==> config.mk <==
export PLATFORM = sky130hd
export DESIGN_NAME = uart_register_file_with_divisor_latch
export DESIGN_NICKNAME = d
export VERILOG_FILES = /design/src/rtl/urf_pkg.sv /design/src/rtl/uart_register_file_with_divisor_latch.sv /design/src/rtl/urf_req_stage.sv /design/src/rtl/urf_core.sv /design/src/rtl/urf_rsp_stage.sv
export SDC_FILE = /design/constraint.sdc
export NUM_CORES = 1
export LEC_CHECK = 0
export BUFFER_PORTS_ARGS = -buffer_cell sky130_fd_sc_hd__buf_2
export CORE_MARGIN = 3
export CORE_UTILIZATION = 55
export DETAILED_ROUTE_END_ITERATION = 12
export GPL_ROUTABILITY_DRIVEN = 1
export HOLD_SLACK_MARGIN = 0.06
export PLACE_DENSITY = 0.77
export SYNTH_ARGS = -nofsm -noshare
export SYNTH_HDL_FRONTEND = slang
export SYNTH_SLANG_ARGS = --single-unit
export TNS_END_PERCENT = 50
==> constraint.sdc <==
create_clock -name clock -period 3.57 [get_ports clock]
set_clock_uncertainty 0.2 [all_clocks]
set_input_delay 0.714 -clock clock [delete_from_list [all_inputs] [get_ports clock]]
set_output_delay 0.714 -clock clock [all_outputs]
set_load 0.03 [all_outputs]
==> src/rtl/urf_pkg.sv <==
//-----------------------------------------------------------------------------
// UART register file package
// Types, field widths and register codes shared by the register file modules.
//-----------------------------------------------------------------------------
package urf_pkg;

   localparam int REQ_TDATA_W = 24;
   localparam int RSP_TDATA_W = 40;

   typedef enum logic [1:0] {
      CMD_READ  = 2'd0,
      CMD_WRITE = 2'd1,
      CMD_RX    = 2'd2,
      CMD_TX    = 2'd3
   } cmd_type;

   typedef enum logic [2:0] {
      REG_DATA = 3'd0,
      REG_IER  = 3'd1,
      REG_IIR  = 3'd2,
      REG_LCR  = 3'd3,
      REG_MCR  = 3'd4,
      REG_LSR  = 3'd5,
      REG_MSR  = 3'd6,
      REG_SCR  = 3'd7
   } offset_type;

   localparam int DLAB_BIT = 7;
   localparam int OUT2_BIT = 3;

   localparam logic [7:0] IIR_LINE_STATUS = 8'h06;
   localparam logic [7:0] IIR_RX_DATA     = 8'h04;
   localparam logic [7:0] IIR_TX_EMPTY    = 8'h02;
   localparam logic [7:0] IIR_NONE        = 8'h01;
   localparam logic [7:0] IIR_FIFO_BITS   = 8'hC0;

   typedef struct packed {
      cmd_type    cmd;
      offset_type reg_offset;
      logic [7:0] write_data;
      logic [7:0] rx_byte;
   } req_type;

   typedef struct packed {
      logic [7:0]  read_data;
      logic        tx_valid;
      logic [7:0]  tx_byte;
      logic        irq_pending;
      logic [15:0] baud_divisor;
      logic [6:0]  line_format;
   } rsp_type;

endpackage

==> src/rtl/uart_register_file_with_divisor_latch.sv <==
//-----------------------------------------------------------------------------
// UART register file with divisor latch
// 16550-style register file driven by bus accesses and line events.
//-----------------------------------------------------------------------------
// Each request transfer is one bus read, bus write, received byte or transmit
// take, and yields exactly one response transfer. A request is registered, the
// register file is updated by one level of decode logic, and the response is
// registered. One transfer is taken every cycle while the response side keeps
// up; a stalled response holds the one request already registered behind it.
module uart_register_file_with_divisor_latch
   import urf_pkg::*;
(
   input  logic                   clock,
   input  logic                   reset,
   input  logic                   req_tvalid,
   output logic                   req_tready,
   input  logic [REQ_TDATA_W-1:0] req_tdata,  // reg_offset, write_data, rx_byte
   input  logic [1:0]             req_tuser,  // cmd
   output logic                   rsp_tvalid,
   input  logic                   rsp_tready,
   output logic [RSP_TDATA_W-1:0] rsp_tdata,  // read_data, tx_byte, irq_pending,
                                              // baud_divisor, line_format
   output logic                   rsp_tuser   // tx_valid
);

   logic    item_valid;
   logic    result_ready;
   logic    fire;
   req_type item;
   rsp_type result;

   assign fire = item_valid && result_ready;

   urf_req_stage u_req_stage (
      .clock      (clock),
      .reset      (reset),
      .req_tvalid (req_tvalid),
      .req_tready (req_tready),
      .req_tdata  (req_tdata),
      .req_tuser  (req_tuser),
      .item_valid (item_valid),
      .item_take  (fire),
      .item       (item)
   );

   urf_core u_core (
      .clock  (clock),
      .reset  (reset),
      .fire   (fire),
      .item   (item),
      .result (result)
   );

   urf_rsp_stage u_rsp_stage (
      .clock        (clock),
      .reset        (reset),
      .result_valid (item_valid),
      .result_ready (result_ready),
      .result       (result),
      .rsp_tvalid   (rsp_tvalid),
      .rsp_tready   (rsp_tready),
      .rsp_tdata    (rsp_tdata),
      .rsp_tuser    (rsp_tuser)
   );

endmodule

==> src/rtl/urf_req_stage.sv <==
//-----------------------------------------------------------------------------
// UART register file request stage
// Input register that captures one request transfer and unpacks its fields.
//-----------------------------------------------------------------------------
module urf_req_stage
   import urf_pkg::*;
(
   input  logic                   clock,
   input  logic                   reset,
   input  logic                   req_tvalid,
   output logic                   req_tready,
   input  logic [REQ_TDATA_W-1:0] req_tdata,
   input  logic [1:0]             req_tuser,
   output logic                   item_valid,
   input  logic                   item_take,
   output req_type                item
);

   logic    valid_ff;
   logic    valid_in;
   req_type item_ff;
   req_type item_in;
   logic    load;

   assign req_tready = !valid_ff || item_take;
   assign load       = req_tvalid && req_tready;

   always_comb begin
      valid_in = valid_ff;
      if (item_take) begin
         valid_in = 1'b0;
      end
      if (load) begin
         valid_in = 1'b1;
      end
      item_in.cmd        = cmd_type'(req_tuser);
      item_in.reg_offset = offset_type'(req_tdata[2:0]);
      item_in.write_data = req_tdata[10:3];
      item_in.rx_byte    = req_tdata[18:11];
   end

   always_ff @(posedge clock) begin
      if (reset) begin
         valid_ff <= 1'b0;
      end else begin
         valid_ff <= valid_in;
      end
   end

   always_ff @(posedge clock) begin
      if (load) begin
         item_ff <= item_in;
      end
   end

   assign item_valid = valid_ff;
   assign item       = item_ff;

endmodule

==> src/rtl/urf_core.sv <==
//-----------------------------------------------------------------------------
// UART register file core
// Register state, banked bus decode, holder handshakes and interrupt logic.
//-----------------------------------------------------------------------------
module urf_core
   import urf_pkg::*;
(
   input  logic    clock,
   input  logic    reset,
   input  logic    fire,
   input  req_type item,
   output rsp_type result
);

   logic [7:0]  lcr_ff, lcr_in;
   logic [3:0]  ier_ff, ier_in;
   logic [4:0]  mcr_ff, mcr_in;
   logic        fen_ff, fen_in;
   logic [15:0] div_ff, div_in;
   logic [7:0]  scr_ff, scr_in;
   logic [7:0]  thr_ff, thr_in;
   logic        thre_ff, thre_in;
   logic [7:0]  rbr_ff, rbr_in;
   logic        dr_ff, dr_in;
   logic        oe_ff, oe_in;
   logic        dlab;
   logic [7:0]  ident;
   logic [7:0]  rd;
   logic        txv;
   logic [7:0]  txb;
   logic        irq;

   assign dlab = lcr_ff[DLAB_BIT];

   always_comb begin
      priority if (ier_ff[2] && oe_ff) begin
         ident = IIR_LINE_STATUS;
      end else if (ier_ff[0] && dr_ff) begin
         ident = IIR_RX_DATA;
      end else if (ier_ff[1] && thre_ff) begin
         ident = IIR_TX_EMPTY;
      end else begin
         ident = IIR_NONE;
      end
      if (fen_ff) begin
         ident = ident | IIR_FIFO_BITS;
      end
   end

   always_comb begin
      lcr_in  = lcr_ff;
      ier_in  = ier_ff;
      mcr_in  = mcr_ff;
      fen_in  = fen_ff;
      div_in  = div_ff;
      scr_in  = scr_ff;
      thr_in  = thr_ff;
      thre_in = thre_ff;
      rbr_in  = rbr_ff;
      dr_in   = dr_ff;
      oe_in   = oe_ff;
      rd      = 8'd0;
      txv     = 1'b0;
      txb     = 8'd0;
      unique case (item.cmd)
         CMD_READ: begin
            unique case (item.reg_offset)
               REG_DATA: begin
                  if (dlab) begin
                     rd = div_ff[7:0];
                  end else begin
                     rd    = rbr_ff;
                     dr_in = 1'b0;
                  end
               end
               REG_IER: rd = dlab ? div_ff[15:8] : {4'd0, ier_ff};
               REG_IIR: rd = ident;
               REG_LCR: rd = lcr_ff;
               REG_MCR: rd = {3'd0, mcr_ff};
               REG_LSR: begin
                  rd    = {1'b0, thre_ff, thre_ff, 3'd0, oe_ff, dr_ff};
                  oe_in = 1'b0;
               end
               REG_MSR: rd = 8'd0;
               REG_SCR: rd = scr_ff;
            endcase
         end
         CMD_WRITE: begin
            unique case (item.reg_offset)
               REG_DATA: begin
                  if (dlab) begin
                     div_in = {div_ff[15:8], item.write_data};
                  end else begin
                     thr_in  = item.write_data;
                     thre_in = 1'b0;
                  end
               end
               REG_IER: begin
                  if (dlab) begin
                     div_in = {item.write_data, div_ff[7:0]};
                  end else begin
                     ier_in = item.write_data[3:0];
                  end
               end
               REG_IIR: begin
                  fen_in = item.write_data[0];
                  if (item.write_data[0]) begin
                     if (item.write_data[1]) begin
                        dr_in = 1'b0;
                     end
                     if (item.write_data[2]) begin
                        thre_in = 1'b1;
                     end
                  end
               end
               REG_LCR: lcr_in = item.write_data;
               REG_MCR: mcr_in = item.write_data[4:0];
               REG_SCR: scr_in = item.write_data;
               default: begin
               end
            endcase
         end
         CMD_RX: begin
            if (dr_ff) begin
               oe_in = 1'b1;
            end
            rbr_in = item.rx_byte;
            dr_in  = 1'b1;
         end
         CMD_TX: begin
            if (!thre_ff) begin
               txv     = 1'b1;
               txb     = thr_ff;
               thre_in = 1'b1;
            end
         end
      endcase
      irq = ((ier_in[2] && oe_in) || (ier_in[0] && dr_in) || (ier_in[1] && thre_in))
            && mcr_in[OUT2_BIT];
   end

   always_ff @(posedge clock) begin
      if (reset) begin
         lcr_ff  <= 8'd0;
         ier_ff  <= 4'd0;
         mcr_ff  <= 5'd0;
         fen_ff  <= 1'b0;
         div_ff  <= 16'd0;
         scr_ff  <= 8'd0;
         thr_ff  <= 8'd0;
         thre_ff <= 1'b1;
         rbr_ff  <= 8'd0;
         dr_ff   <= 1'b0;
         oe_ff   <= 1'b0;
      end else if (fire) begin
         lcr_ff  <= lcr_in;
         ier_ff  <= ier_in;
         mcr_ff  <= mcr_in;
         fen_ff  <= fen_in;
         div_ff  <= div_in;
         scr_ff  <= scr_in;
         thr_ff  <= thr_in;
         thre_ff <= thre_in;
         rbr_ff  <= rbr_in;
         dr_ff   <= dr_in;
         oe_ff   <= oe_in;
      end
   end

   assign result.read_data    = rd;
   assign result.tx_valid     = txv;
   assign result.tx_byte      = txb;
   assign result.irq_pending  = irq;
   assign result.baud_divisor = div_in;
   assign result.line_format  = lcr_in[6:0];

endmodule

==> src/rtl/urf_rsp_stage.sv <==
//-----------------------------------------------------------------------------
// UART register file response stage
// Result register that holds one response until the consumer takes it.
//-----------------------------------------------------------------------------
module urf_rsp_stage
   import urf_pkg::*;
(
   input  logic                   clock,
   input  logic                   reset,
   input  logic                   result_valid,
   output logic                   result_ready,
   input  rsp_type                result,
   output logic                   rsp_tvalid,
   input  logic                   rsp_tready,
   output logic [RSP_TDATA_W-1:0] rsp_tdata,
   output logic                   rsp_tuser
);

   logic    valid_ff;
   logic    valid_in;
   rsp_type data_ff;
   logic    load;

   assign result_ready = !valid_ff || rsp_tready;
   assign load         = result_valid && result_ready;

   always_comb begin
      valid_in = valid_ff;
      if (rsp_tready) begin
         valid_in = 1'b0;
      end
      if (load) begin
         valid_in = 1'b1;
      end
   end

   always_ff @(posedge clock) begin
      if (reset) begin
         valid_ff <= 1'b0;
      end else begin
         valid_ff <= valid_in;
      end
   end

   always_ff @(posedge clock) begin
      if (load) begin
         data_ff <= result;
      end
   end

   assign rsp_tvalid = valid_ff;
   assign rsp_tuser  = data_ff.tx_valid;
   assign rsp_tdata  = {data_ff.line_format, data_ff.baud_divisor, data_ff.irq_pending,
                        data_ff.tx_byte, data_ff.read_data};

endmodule

==> results of run 1 <==
[kinds of logic after synthesis]
| family | Yosys count |
|---|---|
| simple gates | 165 |
| flops | 125 |
| mux | 79 |
| compound gates | 63 |
| buf+inv | 38 |
[through the flow]
stage / power (mW) / worst slack [ns]
final: 3.51 / 0.769
after global routing: 3.61 / 0.612
after CTS: 3.53 / 0.808
after detailed placement: 1.77 / 0.771
after global placement: 1.76 / 0.824
after floorplan: 1.71 / 0.503
[layout make-up]
class                           count  area [µm²]
Clock buffer                       19         422
Clock inverter                     13         190
Fill cell                         704        2990
Inverter                            2        7.51
Multi-Input combinational cell    307        2030
Sequential cell                   125        3120
Tap cell                          129         161
Timing Repair Buffer               77         410
[layer usage]
metal | routed length [µm] | GRT usage [%] | share of wire [%]
met1 | 5260 | 30.4 | 43
met2 | 5830 | 36.9 | 48
met3 | 801 | 5.90 | 6.6
met4 | 274 | 9.59 | 2.3
met5 | 0 | 0 | 0
[flip-flops by register name (all words and copies together) (netlist names), 4 cells and up]
name	flops
u_rsp_stage.rsp_tdata	40
u_req_stage.item	21
u_core.div_ff	16
u_core.lcr_ff	8
u_core.rbr_ff	8
u_core.scr_ff	8
u_core.thr_ff	8
u_core.mcr_ff	5
u_core.ier_ff	4
[critical path, cell delays in order (launching register included)]
cell and delay (ns):
sky130_fd_sc_hd__dfxtp_1 0.63, sky130_fd_sc_hd__nor4_2 0.80, sky130_fd_sc_hd__nand3_1 0.57, sky130_fd_sc_hd__mux2i_1 0.34
sky130_fd_sc_hd__nor2_1 0.08
[cell usage in the layout (no fill, tap or decap), drive strengths merged, types with 2 or more instances in the layout]
cell type and instances:
buf 77, dfxtp 63, edfxtp 62, nor2 61, mux2i 49, nand2 37
a21oi 31, mux2 29, nand3 24, clkbuf 19, and2 13, o21ai 8
nor2b 7, a32oi 5, nand2b 4, nand3b 4, clkinvlp 4, bufinv 4
clkinv 4, nand4 3, inv 3, and4 2, o2111ai 2, or2 2
a22oi 2, a31oi 2, nor3b 2
[path summary, 6_finish.rpt]
check | cells past startpoint | to | slack [ns] | start
min reg2reg | 2 | u_core.rbr_ff[2] | 0.26 | u_core.rbr_ff[2]
min | 1 | u_req_stage.item[0] | 0.17 | req_tdata[11]
max | 4 | u_core.thr_ff[7] | 0.77 | u_core.lcr_ff[7]
max reg2reg | 4 | u_core.thr_ff[7] | 0.77 | u_core.lcr_ff[7]
[power groups by stage]
stage                     Sequential [mW]  Combinational [mW]  Clock (mW)
after floorplan                      1.62              0.0883           0
after global placement               1.61               0.151           0
after CTS                            1.58               0.156        1.79
after detailed placement             1.61               0.155           0
after global routing                 1.59               0.168        1.86
final                                1.59               0.155        1.77
==> impl_metrics.xml, run 1 <==
<?xml version="1.0" encoding="UTF-8"?>
<metrics>
  <group name="run_status">
    <metric name="run_status" unit="">finished clean</metric>
  </group>
  <group name="cells_and_area">
    <metric name="finalInstanceArea" unit="µm²">6340</metric>
    <metric name="layout.nets" unit="">560</metric>
    <metric name="area.growth.synth_to_final" unit="%">19.4</metric>
    <metric name="post_layout_nonfiller_instances" unit="">672</metric>
    <metric name="number_of_inserted_diodes" unit="">0</metric>
    <metric name="drive_above_1_share" unit="%">26.3</metric>
    <metric name="finish.utilization" unit="%">68.0</metric>
  </group>
  <group name="timing">
    <metric name="finalMaxSlewViolations" unit="">0</metric>
    <metric name="timing.final.setup_violations" unit="">0</metric>
    <metric name="whs" unit="ns">0.173</metric>
    <metric name="setup_total_negative_slack" unit="ns">0</metric>
    <metric name="grt_setup_unrepaired" unit="">no</metric>
    <metric name="worstMarginPinSlew" unit="ns">1.15</metric>
    <metric name="period_needed" unit="ns">2.80</metric>
    <metric name="maximum_clock_frequency" unit="MHz">357</metric>
    <metric name="final.period_utilization" unit="%">78.4</metric>
    <metric name="hold_violations" unit="">0</metric>
    <metric name="slew-limit-headroom" unit="%">23.2</metric>
  </group>
  <group name="floorplanning">
    <metric name="rows" unit="">35</metric>
    <metric name="die_width" unit="µm">104</metric>
    <metric name="top_level_ports" unit="">73</metric>
    <metric name="floorplan.initialDensity" unit="%">56.9</metric>
    <metric name="die_area" unit="µm²">10900</metric>
    <metric name="die_h" unit="µm">104</metric>
    <metric name="floorplan_core_area" unit="µm²">9330</metric>
  </group>
  <group name="worst_setup_path">
    <metric name="cp.arrival" unit="ns">2.94</metric>
    <metric name="worst_setup_path_start_kind" unit="">flip-flop</metric>
    <metric name="timing_worst_setup_path_type" unit="">reg2reg</metric>
    <metric name="timing.critical_path.fanout_max" unit="">24</metric>
    <metric name="timing.critical_path.required" unit="ns">3.71</metric>
    <metric name="critPathCaptureType" unit="">flip-flop</metric>
  </group>
  <group name="power_and_ir_drop">
    <metric name="power.switching_fraction" unit="%">22.3</metric>
    <metric name="switchingPower" unit="mW">0.784</metric>
    <metric name="intPower" unit="mW">2.73</metric>
    <metric name="combinational_power_share" unit="%">4.4</metric>
    <metric name="peakVddDrop" unit="µV">368</metric>
    <metric name="power_frac_seq" unit="%">45.2</metric>
    <metric name="pwr_density_cell" unit="nW/µm²">554</metric>
    <metric name="power.leakage" unit="nW">2.60</metric>
    <metric name="clock_power_share" unit="%">50.4</metric>
  </group>
  <group name="logic_synthesis">
    <metric name="cell_types_occupying_the_most_area_after_synthesis" unit="">sky130_fd_sc_hd__edfxtp_1 35%, sky130_fd_sc_hd__dfxtp_1 24%, sky130_fd_sc_hd__mux2i_1 9.2%, sky130_fd_sc_hd__mux2_2 6.1%, sky130_fd_sc_hd__nor2_1 4.3%</metric>
    <metric name="synth_top_family_by_area" unit="">multiplexers</metric>
    <metric name="post_synthesis_mux_area_share" unit="%">15.8</metric>
    <metric name="synth_top_area_cell" unit="">sky130_fd_sc_hd__edfxtp_1</metric>
    <metric name="post_synth_inst_count" unit="">470</metric>
    <metric name="synth.avg_cell_area" unit="µm²">11.3</metric>
    <metric name="yosys_register_bits" unit="">125</metric>
    <metric name="most_frequently_used_flop_master_after_synthesis" unit="">sky130_fd_sc_hd__dfxtp_1</metric>
    <metric name="post_synth_fa_ha_maj_area_fraction" unit="%">0</metric>
    <metric name="synth-compound-area-share" unit="%">7.42</metric>
    <metric name="share_of_flip_flops_with_an_asynchronous_set_or_reset_after_synthesis" unit="%">0</metric>
    <metric name="synth_edf_count" unit="">62</metric>
    <metric name="synthMostInstantiatedCell" unit="">sky130_fd_sc_hd__dfxtp_1</metric>
    <metric name="synth_simple_gate_area_share" unit="%">14.9</metric>
    <metric name="synthesized_netlist_net_count" unit="">500</metric>
    <metric name="yosysTopAreaCellShare" unit="%">35.1</metric>
    <metric name="synth-xor-area-share" unit="%">0</metric>
    <metric name="synth.cell_area" unit="µm²">5310</metric>
    <metric name="synth.top_cells.by_count" unit="">63 x sky130_fd_sc_hd__dfxtp_1, 62 x sky130_fd_sc_hd__edfxtp_1, 61 x sky130_fd_sc_hd__nor2_1</metric>
    <metric name="sequential_to_total_area_share_from_yosys_stat" unit="%">58.8</metric>
    <metric name="ys_warn_count" unit="">0</metric>
    <metric name="synthDistinctLibCells" unit="">48</metric>
  </group>
  <group name="placed_design">
    <metric name="dp_cells" unit="">640</metric>
    <metric name="globalplace.congestion" unit="">0.997</metric>
    <metric name="hpwl" unit="mm">7.91</metric>
    <metric name="io_buf_count" unit="">67</metric>
    <metric name="placed_cell_area" unit="µm²">5730</metric>
  </group>
  <group name="clock_network">
    <metric name="holdBufCountCts" unit="">0</metric>
    <metric name="ctsRootBufferMaster" unit="">sky130_fd_sc_hd__clkbuf_8</metric>
    <metric name="clock_latency" unit="ns">0.51</metric>
    <metric name="post_cts.resized_instances" unit="">0</metric>
    <metric name="cts-buffers-inserted" unit="">17</metric>
    <metric name="clock-sinks" unit="">125</metric>
    <metric name="maximum_buffer_depth_of_the_clock_tree" unit="">2</metric>
    <metric name="post_cts_setup_buffers" unit="">0</metric>
    <metric name="cts_tree" unit="">yes</metric>
    <metric name="clkSlewWorstSetupHoldPaths" unit="ns">0.06</metric>
    <metric name="cts.htree.levels" unit="">4</metric>
  </group>
  <group name="global_routing">
    <metric name="number_of_antenna_violations_at_the_first_check_in_global_routing" unit="">0</metric>
    <metric name="grt.total_usage" unit="%">23.2</metric>
    <metric name="grt_remaining_overflow" unit="">0</metric>
    <metric name="first_pass_grt_wire_length" unit="mm">19.7</metric>
    <metric name="grt_pass1_vias" unit="">3801</metric>
    <metric name="grt_start_max_net_pins" unit="">64</metric>
  </group>
  <group name="run">
    <metric name="drv_cap" unit="">0</metric>
  </group>
  <group name="detailed_routing">
    <metric name="finalWirelength" unit="mm">12.2</metric>
    <metric name="drt_first_iter_violations" unit="">387</metric>
    <metric name="route.detailed.vias_per_inst" unit="">5.70</metric>
    <metric name="drt.antenna.violating_nets" unit="">0</metric>
    <metric name="remaining_drc_errors" unit="">0</metric>
    <metric name="avgRoutedWirePerCell" unit="µm">18.1</metric>
    <metric name="vias" unit="">3829</metric>
    <metric name="detail_route.first_pass.iterations" unit="">6</metric>
  </group>
  <group name="worst_hold_path">
    <metric name="hold_path.class" unit="">in2reg</metric>
  </group>
</metrics>
No activity file was read; power rests on OpenSTA's default activity.
==> inputs of run 2 (changes only) <==
CORE_UTILIZATION = 51   (was 55)
PLACE_DENSITY = 0.75   (was 0.77)
clock period = 2.25 ns   (was 3.57 ns; I/O delays follow)
==> run 2 against run 1 <==
Global-route usage increased by 0.44 points; clock power increased by 62%; first-iteration DRC count decreased by 39%; register-to-register slack got worse by 0.65 ns; via count increased by 2.9%; power increased by 62%; final cell count increased by 7.4%; wire length increased by 4.3%; critical path depth increased by 1; non-clock buffer count increased by 46; critical endpoint is now req_tready.
==> impl_metrics.xml, run 2 (synthesis results as in run 1) <==
<?xml version="1.0" encoding="UTF-8"?>
<metrics>
  <group name="timing">
    <metric name="timing.final.setup_violations" unit="">0</metric>
    <metric name="maximum_clock_frequency" unit="MHz">463</metric>
    <metric name="worstMarginPinSlew" unit="ns">1.03</metric>
    <metric name="setup_total_negative_slack" unit="ns">0</metric>
    <metric name="final.period_utilization" unit="%">96.0</metric>
    <metric name="finalMaxSlewViolations" unit="">0</metric>
    <metric name="period_needed" unit="ns">2.16</metric>
    <metric name="slew-limit-headroom" unit="%">31.6</metric>
    <metric name="grt_setup_unrepaired" unit="">no</metric>
    <metric name="whs" unit="ns">0.127</metric>
    <metric name="hold_violations" unit="">0</metric>
  </group>
  <group name="detailed_routing">
    <metric name="avgRoutedWirePerCell" unit="µm">17.6</metric>
    <metric name="route.detailed.vias_per_inst" unit="">5.46</metric>
    <metric name="drt.antenna.violating_nets" unit="">0</metric>
    <metric name="finalWirelength" unit="mm">12.7</metric>
    <metric name="remaining_drc_errors" unit="">0</metric>
    <metric name="vias" unit="">3941</metric>
    <metric name="drt_first_iter_violations" unit="">238</metric>
    <metric name="detail_route.first_pass.iterations" unit="">4</metric>
  </group>
  <group name="worst_setup_path">
    <metric name="timing_worst_setup_path_type" unit="">in2out</metric>
    <metric name="worst_setup_path_start_kind" unit="">input pin</metric>
    <metric name="cpPeakStageDelay" unit="ns">0.53</metric>
    <metric name="setup.reg_to_reg.worst_slack" unit="ns">0.12</metric>
    <metric name="timing.critical_path.fanout_max" unit="">4</metric>
    <metric name="critical_path.reg2reg.endpoint" unit="">u_rsp_stage.rsp_tdata[1]</metric>
    <metric name="cp.arrival" unit="ns">1.51</metric>
    <metric name="cpMaxStageDelayCell" unit="">sky130_fd_sc_hd__dlygate4sd3_1</metric>
    <metric name="rr_startpoint" unit="">u_req_stage.item[16]</metric>
    <metric name="crit_path_cell_trace" unit="">dlygate4sd3_1 &gt; buf_2 &gt; nor2b_4 &gt; nand2_1 &gt; buf_2</metric>
    <metric name="buffer_and_inverter_count_on_the_worst_path" unit="">3</metric>
    <metric name="critPathCaptureType" unit="">primary output</metric>
    <metric name="cpMostUsedCell" unit="">sky130_fd_sc_hd__buf_2</metric>
    <metric name="timing.critical_path.required" unit="ns">1.60</metric>
    <metric name="r2r.worst_path.cells" unit="">6</metric>
    <metric name="path_delay_family" unit="">buffers and inverters</metric>
  </group>
  <group name="global_routing">
    <metric name="number_of_antenna_violations_at_the_first_check_in_global_routing" unit="">0</metric>
    <metric name="grt_remaining_overflow" unit="">0</metric>
    <metric name="first_pass_grt_wire_length" unit="mm">20.5</metric>
    <metric name="grt_start_max_net_pins" unit="">45</metric>
    <metric name="grt_pass1_vias" unit="">3969</metric>
    <metric name="grt.total_usage" unit="%">23.7</metric>
  </group>
  <group name="cells_and_area">
    <metric name="layout.nets" unit="">606</metric>
    <metric name="commonest_non_fill_non_tap_cells_in_the_layout" unit="">67 x sky130_fd_sc_hd__buf_2, 63 x sky130_fd_sc_hd__dfxtp_1, 62 x sky130_fd_sc_hd__edfxtp_1, 61 x sky130_fd_sc_hd__nor2_1, 49 x sky130_fd_sc_hd__mux2i_1</metric>
    <metric name="drive_above_1_share" unit="%">28.4</metric>
    <metric name="finalInstanceArea" unit="µm²">6810</metric>
    <metric name="area.growth.synth_to_final" unit="%">28.3</metric>
    <metric name="layout.cells.most_common" unit="">sky130_fd_sc_hd__buf_2</metric>
    <metric name="number_of_inserted_diodes" unit="">0</metric>
    <metric name="nFillCells" unit="">735</metric>
    <metric name="number_of_flip_flops_in_the_largest_register" unit="">40</metric>
  </group>
  <group name="placed_design">
    <metric name="globalplace.congestion" unit="">0.908</metric>
    <metric name="io_buf_count" unit="">67</metric>
    <metric name="hpwl" unit="mm">8.54</metric>
    <metric name="placed_cell_area" unit="µm²">5940</metric>
  </group>
  <group name="clock_network">
    <metric name="clock-sinks" unit="">125</metric>
    <metric name="cts.htree.levels" unit="">4</metric>
    <metric name="post_cts_setup_buffers" unit="">0</metric>
    <metric name="cts-buffers-inserted" unit="">17</metric>
    <metric name="maximum_buffer_depth_of_the_clock_tree" unit="">2</metric>
    <metric name="clock_latency" unit="ns">0.52</metric>
    <metric name="clkSlewWorstSetupHoldPaths" unit="ns">0.06</metric>
    <metric name="cts_tree" unit="">yes</metric>
    <metric name="ctsRootBufferMaster" unit="">sky130_fd_sc_hd__clkbuf_8</metric>
  </group>
  <group name="floorplanning">
    <metric name="floorplan.initialDensity" unit="%">53.3</metric>
    <metric name="die_width" unit="µm">108</metric>
    <metric name="floorplan_core_area" unit="µm²">9950</metric>
    <metric name="die_h" unit="µm">108</metric>
    <metric name="top_level_ports" unit="">73</metric>
    <metric name="rows" unit="">36</metric>
    <metric name="die_area" unit="µm²">11700</metric>
  </group>
  <group name="run">
    <metric name="drv_cap" unit="">0</metric>
  </group>
  <group name="worst_hold_path">
    <metric name="min_delay_worst_endpoint" unit="">u_req_stage.item_valid</metric>
    <metric name="worst_hold_path.num_cells" unit="">2</metric>
    <metric name="worst_hold_startpoint" unit="">reset</metric>
    <metric name="hold_path.class" unit="">in2reg</metric>
  </group>
  <group name="power_and_ir_drop">
    <metric name="power.leakage" unit="nW">2.84</metric>
    <metric name="peakVddDrop" unit="µV">395</metric>
    <metric name="pwr_density_cell" unit="nW/µm²">836</metric>
  </group>
  <group name="run_status">
    <metric name="run_status" unit="">finished clean</metric>
  </group>
</metrics>
run 2: cell count changes in the layout (fill, tap and decap cells not counted), moves of 2 or more:
cell	before	now
sky130_fd_sc_hd__buf_4	10	30
sky130_fd_sc_hd__clkbuf_1	2	4
sky130_fd_sc_hd__buf_12	0	3
sky130_fd_sc_hd__clkinvlp_4	4	2
sky130_fd_sc_hd__dlygate4sd3_1	0	23
run 2: where the power goes:
part | switching, mW | internal (mW) | total (mW)
sequential | 0.0476 | 2.45 | 2.50
combinational | 0.202 | 0.127 | 0.329
clock | 0.960 | 1.91 | 2.87
run 2: metal layers:
layer	GRT usage, %	vias to the layer above	share of wire (%)
met5	0	-	0
met4	11.4	0	2.4
met3	5.73	23	4.5
met2	39.0	119	50
met1	29.3	1895	43
li1	-	1904	-
run 2: worst register-to-register path, cell delays in order (launching register included):
cell	delay, ns
sky130_fd_sc_hd__edfxtp_1	0.53
sky130_fd_sc_hd__buf_12	0.22
sky130_fd_sc_hd__nor2_1	0.27
sky130_fd_sc_hd__buf_4	0.20
sky130_fd_sc_hd__a32oi_1	0.12
sky130_fd_sc_hd__a21o_1	0.17
sky130_fd_sc_hd__a31oi_1	0.23
run 2: final cells by class:
class | count | area [µm²] | share of cell area, %
tap | 133 | 166 | 2.44
clock buffer | 21 | 429 | 6.30
clock inverter | 11 | 193 | 2.83
timing repair buffer | 123 | 851 | 12.5
inverter | 2 | 7.51 | 0.110
multi-input combinational | 307 | 2040 | 30.0
sequential | 125 | 3120 | 45.8
run 2: what timing repair did:
action / CTS / global route
hold buffers: 23 / 0
setup endpoints to repair: 0 / 22
endpoints found under the hold margin: 23 / 0
gates resized for setup: 0 / 4
run 2: through the flow:
stage / setup slack, ns / util, % / std cells / power, mW
after detailed placement: 0.0962 / 59.7 / 667 / 2.84
final: 0.0906 / 68.4 / 722 / 5.69
after global routing: 0.0128 / 68.4 / 722 / 5.88
after CTS: 0.0139 / 68.3 / 722 / 5.73
after global placement: 0.127 / 59.7 / 667 / 2.83
after floorplan: 0.0546 / - / 470 / 2.71
run 2: worst max-delay path by stage:
stage,start,end,slack [ns],cells past startpoint
3_3_place_gp,rsp_tready,u_core.div_ff[2],0.13,7
2_1_floorplan,u_rsp_stage.rsp_tvalid,u_core.rbr_ff[1],0.05,6
6_report,rsp_tready,req_tready,0.09,5
5_1_grt,u_req_stage.item[16],u_core.mcr_ff[3],0.01,5
3_5_place_dp,rsp_tready,u_core.div_ff[1],0.1,7
4_1_cts,rsp_tready,req_tready,0.01,5
